$ cat src/hw/rtl/dwrs_pkg.sv
// shared types and constants for the draw-without-replacement shuffler
// no dependencies; imported by dwrs_cfg, the top level and the checker

package dwrs_pkg;

    localparam int MAX_VALUES_DEF = 1024;

    // configuration port geometry: three 32-bit registers at 4*i
    localparam int CFG_DATA_W = 32;
    localparam int CFG_ADDR_W = 4;
    localparam int CFG_IDX_W  = 2;

    localparam logic [CFG_IDX_W-1:0] REG_MIN_VALUE = 2'd0;
    localparam logic [CFG_IDX_W-1:0] REG_MAX_VALUE = 2'd1;
    localparam logic [CFG_IDX_W-1:0] REG_NO_REPEAT = 2'd2;

    typedef enum logic [1:0] {
        ACT_DRAW      = 2'd0,
        ACT_RESHUFFLE = 2'd1,
        ACT_RESTART   = 2'd2,
        ACT_REBUILD   = 2'd3
    } action_t;

    typedef struct packed {
        logic signed [31:0] min_value;
        logic signed [31:0] max_value;
        logic               no_repeat;
    } cfg_t;

endpackage

$ cat src/hw/rtl/dwrs_cfg.sv
// apb-style configuration registers: min_value, max_value, no_repeat
// depends on dwrs_pkg for register indexes and the cfg_t struct

module dwrs_cfg (
    input  logic                               clk,
    input  logic                               rst_n,
    input  logic                               psel,
    input  logic                               penable,
    input  logic                               pwrite,
    input  logic [dwrs_pkg::CFG_ADDR_W-1:0]    paddr,
    input  logic [dwrs_pkg::CFG_DATA_W-1:0]    pwdata,
    output logic [dwrs_pkg::CFG_DATA_W-1:0]    prdata,
    output logic                               pready,
    output dwrs_pkg::cfg_t                     cfg
);
    import dwrs_pkg::*;

    logic signed [31:0]   min_value_reg;
    logic signed [31:0]   max_value_reg;
    logic                 no_repeat_reg;
    logic [CFG_IDX_W-1:0] reg_idx;
    logic                 wr_en;

    assign reg_idx = paddr[CFG_ADDR_W-1:2];
    assign wr_en   = psel && penable && pwrite;
    assign pready  = 1'b1;

    always_ff @(posedge clk or negedge rst_n)
    begin
        if (!rst_n)
        begin
            min_value_reg <= 32'sd0;
            max_value_reg <= 32'sd1;
            no_repeat_reg <= 1'b0;
        end
        else if (wr_en)
        begin
            unique case (reg_idx)
                REG_MIN_VALUE: min_value_reg <= pwdata;
                REG_MAX_VALUE: max_value_reg <= pwdata;
                REG_NO_REPEAT: no_repeat_reg <= pwdata[0];
                default:       ;
            endcase
        end
    end

    always_comb
    begin
        unique case (reg_idx)
            REG_MIN_VALUE: prdata = min_value_reg;
            REG_MAX_VALUE: prdata = max_value_reg;
            REG_NO_REPEAT: prdata = {{(CFG_DATA_W-1){1'b0}}, no_repeat_reg};
            default:       prdata = '0;
        endcase
    end

    assign cfg.min_value = min_value_reg;
    assign cfg.max_value = max_value_reg;
    assign cfg.no_repeat = no_repeat_reg;

endmodule

$ cat config.mk
export PLATFORM = sky130hd
export DESIGN_NAME = dwrs_cfg
export DESIGN_NICKNAME = d
export VERILOG_FILES = /design/src/hw/rtl/dwrs_pkg.sv /design/src/hw/rtl/dwrs_cfg.sv
export SDC_FILE = /design/constraint.sdc
export NUM_CORES = 1
export LEC_CHECK = 0
export BUFFER_PORTS_ARGS = -buffer_cell sky130_fd_sc_hd__buf_2
export CAP_MARGIN = 10
export CORE_MARGIN = 2
export CORE_UTILIZATION = 42
export CTS_CLUSTER_DIAMETER = 30
export DETAILED_ROUTE_END_ITERATION = 10
export PLACE_DENSITY_LB_ADDON = 0.25
export RECOVER_POWER = 50
export SYNTH_ARGS = -nofsm -noshare
export SYNTH_HDL_FRONTEND = slang
export SYNTH_SLANG_ARGS = --single-unit
$ cat constraint.sdc
create_clock -name clk -period 0.9 [get_ports clk]
set_input_delay 0.135 -clock clk [delete_from_list [all_inputs] [get_ports clk]]
set_output_delay 0.135 -clock clk [all_outputs]
set_load 0.05 [all_outputs]
==> results.tsv, run 1 <==
stage	metric	value	unit
synth	synth_cell_types	18	
run_status	haltStage	clock tree synthesis	
cts	tritoncts.num_buffers	9	
die	num_io_pins	139	
place	detailedPlacementHpwl	6063	microns
run_status	toolErrorMsg	[ERROR DPL-0033] detailed placement checks failed during check placement.	
die	fp.dieH	89.42	microns
cts	post_cts_resized	407	
cts	htreeDepth	3	
synth	seq_area_frac_synth	53.12	%
synth	postSynthRegisterBits	65	
cts	cts_root_buffer	clkbuf_8	
cts	cts_hold_buffers	1	
place	place.detailed.instances	516	
synth	synth_cells	217	
place	routabilityCongestion	0.7320	
synth	yosys_warnings	0	
synth	syn_nets	258	
die	initial_utilization	42.70	%
run_status	run_status	stopped before the end	
cts	cts.path.max_buffers	2	
synth	synthesis.area	0.003064	sq mm
die	row_count	31	
cts	cts_post_setup_buffers_inserted	31	
cts	clock_sink_count	65	
die	die_w	89.42	microns
place	pre_cts_ws	-0.6047	ns
synth	postSynthAreaPerCell	14.12	sq um
place	port-buffer-count	135	
-- stage by stage --
stage          TNS, ns  utilization (%)  cell area (sq um)
2_1_floorplan   -29.15                -               3562
3_3_place_gp    -44.25            68.27               4898
3_5_place_dp    -46.60            68.27               4898
-- cell families after synthesis --
kind of cell	Yosys count	synth area share, %
AND/OR/NAND/NOR	36	5.063
flip-flops	65	53.12
other	1	0.1224
multiplexers	97	38.02
buffers and inverters	17	3.512
AO/OA/AOI/OAI	1	0.1632
-- cells in the mapped netlist (all sizes together) --
library cell / number / area share [%]
nor3b: 1 / 0.25
o21ai: 1 / 0.16
mux2: 65 / 28
clkbuf: 3 / 0.37
nand3: 1 / 0.16
dfstp: 1 / 0.86
or3b: 1 / 0.29
nor3: 1 / 0.33
dfrtp: 64 / 52
buf: 14 / 3.1
nor2: 31 / 3.8
conb: 1 / 0.12
nand3b: 1 / 0.25
mux2i: 32 / 10
==> run 2: changes to the inputs <==
- CORE_UTILIZATION: 42 -> 40
- CTS_CLUSTER_DIAMETER: 30 -> unset
- PLACE_DENSITY_LB_ADDON: 0.25 -> 0.15
- clock period: 0.9 -> 1.2 ns (I/O delays scaled with it)
==> results.tsv, run 2 <==
stage	metric	value	unit	change
synth	post-synth-top-area-fraction	52.27	%	unchanged
worst_hold_path	hold_depth	2		
synth	syn_nets	258		unchanged
die	initial_utilization	41.80	%	was 42.70%
synth	synthTopCellsByCount	64 x dfrtp_1, 33 x mux2_2, 32 x mux2i_1		unchanged
sta	max_freq	695.5	MHz	
critical_path	timing.rr.end	min_value_reg[25]		
sta	worstMarginPinSlew	0.6531	ns	
power	ir_worst_vdd	1.218	mV	
critical_path	critical-path-max-stage-delay	0.54	ns	
critical_path	worst-r2r-cell-count	3		
critical_path	setup.worst_path.class	flop to output pin		
critical_path	worstSetupStartpointType	flop		
place	pre_cts_ws	-0.3484	ns	was -0.6047 ns
power	post-layout-total-power	11.89	mW	
cts	cts_tree	built		
die	core-area	0.007331	sq mm	
finish	synthToLayoutAreaGrowth	87.14	%	
place	detailedPlacementHpwl	5509	microns	was 6063 microns
finish	finish.cell_count_without_fillers	511		
drt	avgRoutedWirePerCell	19.26	microns	
run_status	run_status	complete, but fails checks		was stopped before the end
drt	drc_markers	0		
place	port-buffer-count	135		unchanged
critical_path	worst_r2r_startpoint	min_value_reg[25]		
finish	antenna_cells	0		
finish	final_area	0.005734	sq mm	
die	die_w	91.53	microns	was 89.42 microns
cts	clock_sink_count	65		unchanged
sta	setup_viol	64		
place	place.detailed.instances	452		was 516
critical_path	ff2ff_setup_slack	0.10	ns	
synth	synth_edf_count	0		unchanged
critical_path	path_cells	mux2i_2 > o21ai_4 > buf_6		
sta	rsz0062_at_grt	yes		
grt	first_global_vias	2574		
synth	most_frequent_cell_after_synthesis	dfrtp_1		unchanged
synth	synth_cells	217		unchanged
critical_path	cp_slowest_cell	dfstp_2		
synth	synth_async_sr_flop_share	100.0	%	unchanged
worst_hold_path	worstHoldEndpoint	min_value_reg[24]		
sta	timing.final.crit_share	119.8	%	
grt	gr-usage-all-layers	21.42	%	
cts	clk_pin_slew_worst_paths	0.07	ns	
synth	yosys-top-cells-area	dfrtp_1 52%, mux2_4 15%, mux2_2 12%		unchanged
synth	postSynthAreaPerCell	14.12	sq um	unchanged
run_status	violations	negative setup slack		
drt	antenna_left	0		
sta	max-slew-margin-rel	56.46	%	
die	die_area	0.008377	sq mm	
finish	num-nets-final	449		
worst_hold_path	hold_path.class	input pin to flop		
drt	route.detailed.vias_per_inst	4.873		
die	num_io_pins	139		unchanged
sta	pins_over_their_slew_limit	0		
worst_hold_path	min-delay-start	pwdata[24]		
cts	htreeDepth	3		unchanged
grt	grt_pass1_wl	13830	microns	
sta	setup_ws	-0.2378	ns	
synth	postSynthRegisterBits	65		unchanged
sta	final.setup_skew	0	ns	
power	static_leakage	2.577	nW	
cts	tritoncts.num_buffers	9		unchanged
grt	grt_start_max_net_pins	34		
finish	final_common_cell	dfrtp_2		
synth	synth_flop_cell	dfrtp_1		unchanged
synth	yosys_warnings	0		unchanged
synth	synth_cell_types	18		unchanged
synth	yosysTopAreaCell	dfrtp_1		unchanged
cts	clock_insertion_delay_worst_skew	0.33	ns	
drt	vias	2490		
power	p_per_area	2074	mW/mm^2	
synth	seq_area_frac_synth	53.12	%	unchanged
critical_path	timing.critical_path.required	1.02	ns	
die	row_count	31		unchanged
cts	cts_root_buffer	clkbuf_8		unchanged
die	fp.dieH	91.53	microns	was 89.42 microns
sta	finalHoldViolations	0		
critical_path	worst-endpoint-arrival	1.26	ns	
sta	final.min_clock_period	1.438	ns	
critical_path	kind_of_capture_point_of_the_worst_setup_path	output pin		
drt	iteration_0_drc_count_of_the_detailed_router	83		
drt	wirelength	9843	microns	
cts	cts.path.max_buffers	2		unchanged
critical_path	cp_max_fo	2		
grt	grt.overflow.total	0		
finish	most-common-layout-cells	62 x dfrtp_2, 60 x buf_6, 54 x buf_2		
synth	synthesis.area	0.003064	sq mm	unchanged
place	dpl-instance-area	0.004263	sq mm	was 0.004898 sq mm
drt	drt_first_pass_iters	4		
place	routabilityCongestion	0.7761		was 0.7320
run	cap_violations	0		
grt	antenna_violations_before_repair	0		
finish	fraction_of_layout_instances_using_a_drive_strength_above_1	95.39	%	
-- run 2: cell counts after synthesis --
No cell type changed its count.
-- run 2: worst max-delay path by stage --
stage	end	slack (ns)	depth (start not counted)	startpoint
after floorplan	prdata[0]	-0.17	2	max_value_reg[0]
after global placement	max_value_reg[20]	-0.32	5	pwrite
after detailed placement	max_value_reg[13]	-0.35	5	pwrite
after CTS	prdata[0]	-0.26	3	max_value_reg[0]
after global routing	prdata[0]	-0.28	3	max_value_reg[0]
final	prdata[0]	-0.24	3	max_value_reg[0]
-- run 2: routing by layer --
| metal | global-route usage (%) | up-vias | share of wire (%) |
|---|---|---|---|
| met4 | 9.343 | 0 | 2.1 |
| met5 | 0 | - | 0 |
| met3 | 3.485 | 15 | 4.1 |
| li1 | - | 1142 | - |
| met2 | 36.27 | 89 | 54 |
| met1 | 27.01 | 1244 | 40 |
-- run 2: power by group --
part           total [mW]  leakage, nW  switching, mW  internal, mW
combinational        6.58         1.76           3.73          2.84
sequential           3.43        0.724          0.623          2.81
clock                1.89       0.0957          0.822          1.06
total                11.9         2.58           5.18          6.71
-- run 2: cell type report --
cell class                 count  area, sq um
multi-input combinational    135         1864
tap                           99        123.9
fill                         412         1597
sequential                    65         1705
timing repair buffer         197         1844
clock inverter                 2        37.54
clock buffer                  13        158.9
-- run 2: logic make-up (layout without fill, tap and decap cells) --
| group | Yosys count | after routing | synth area share, % |
|---|---|---|---|
| flip-flops | 65 | 65 | 53.12 |
| AO/OA/AOI/OAI | 1 | 1 | 0.1632 |
| AND/OR/NAND/NOR | 36 | 36 | 5.063 |
| multiplexers | 97 | 97 | 38.02 |
| buffers and inverters | 17 | 212 | 3.512 |
| other | 1 | 1 | 0.1224 |
-- run 2: worst max-delay path, delay by kind of cell (launching register included) --
family                 cells  cell delay (ns)
buffers and inverters      1             0.17
AOI/OAI and AO/OA          1             0.13
DFF                        1             0.54
muxes                      1             0.08
-- run 2: what timing repair did --
| action | 4_1_cts | 5_1_grt |
|---|---|---|
| hold buffers | 1 | 0 |
| setup buffers | 33 | 10 |
| setup endpoints to repair | 33 | 85 |
| pin swaps | 4 | 2 |
| gates resized for setup | 156 | 104 |
| hold endpoints to repair | 11 | 0 |
-- run 2: metrics by stage --
step                setup TNS, ns  util (%)  hold WS [ns]
finish                     -5.957     78.22       0.07941
global route               -9.606     78.22       0.07335
CTS                        -6.783     71.65       0.06258
detailed placement         -22.48     58.15       0.08195
global placement           -20.92     58.15       0.07858
floorplan                  -7.138         -       -0.1156
Power figures use the tool's default switching activity.
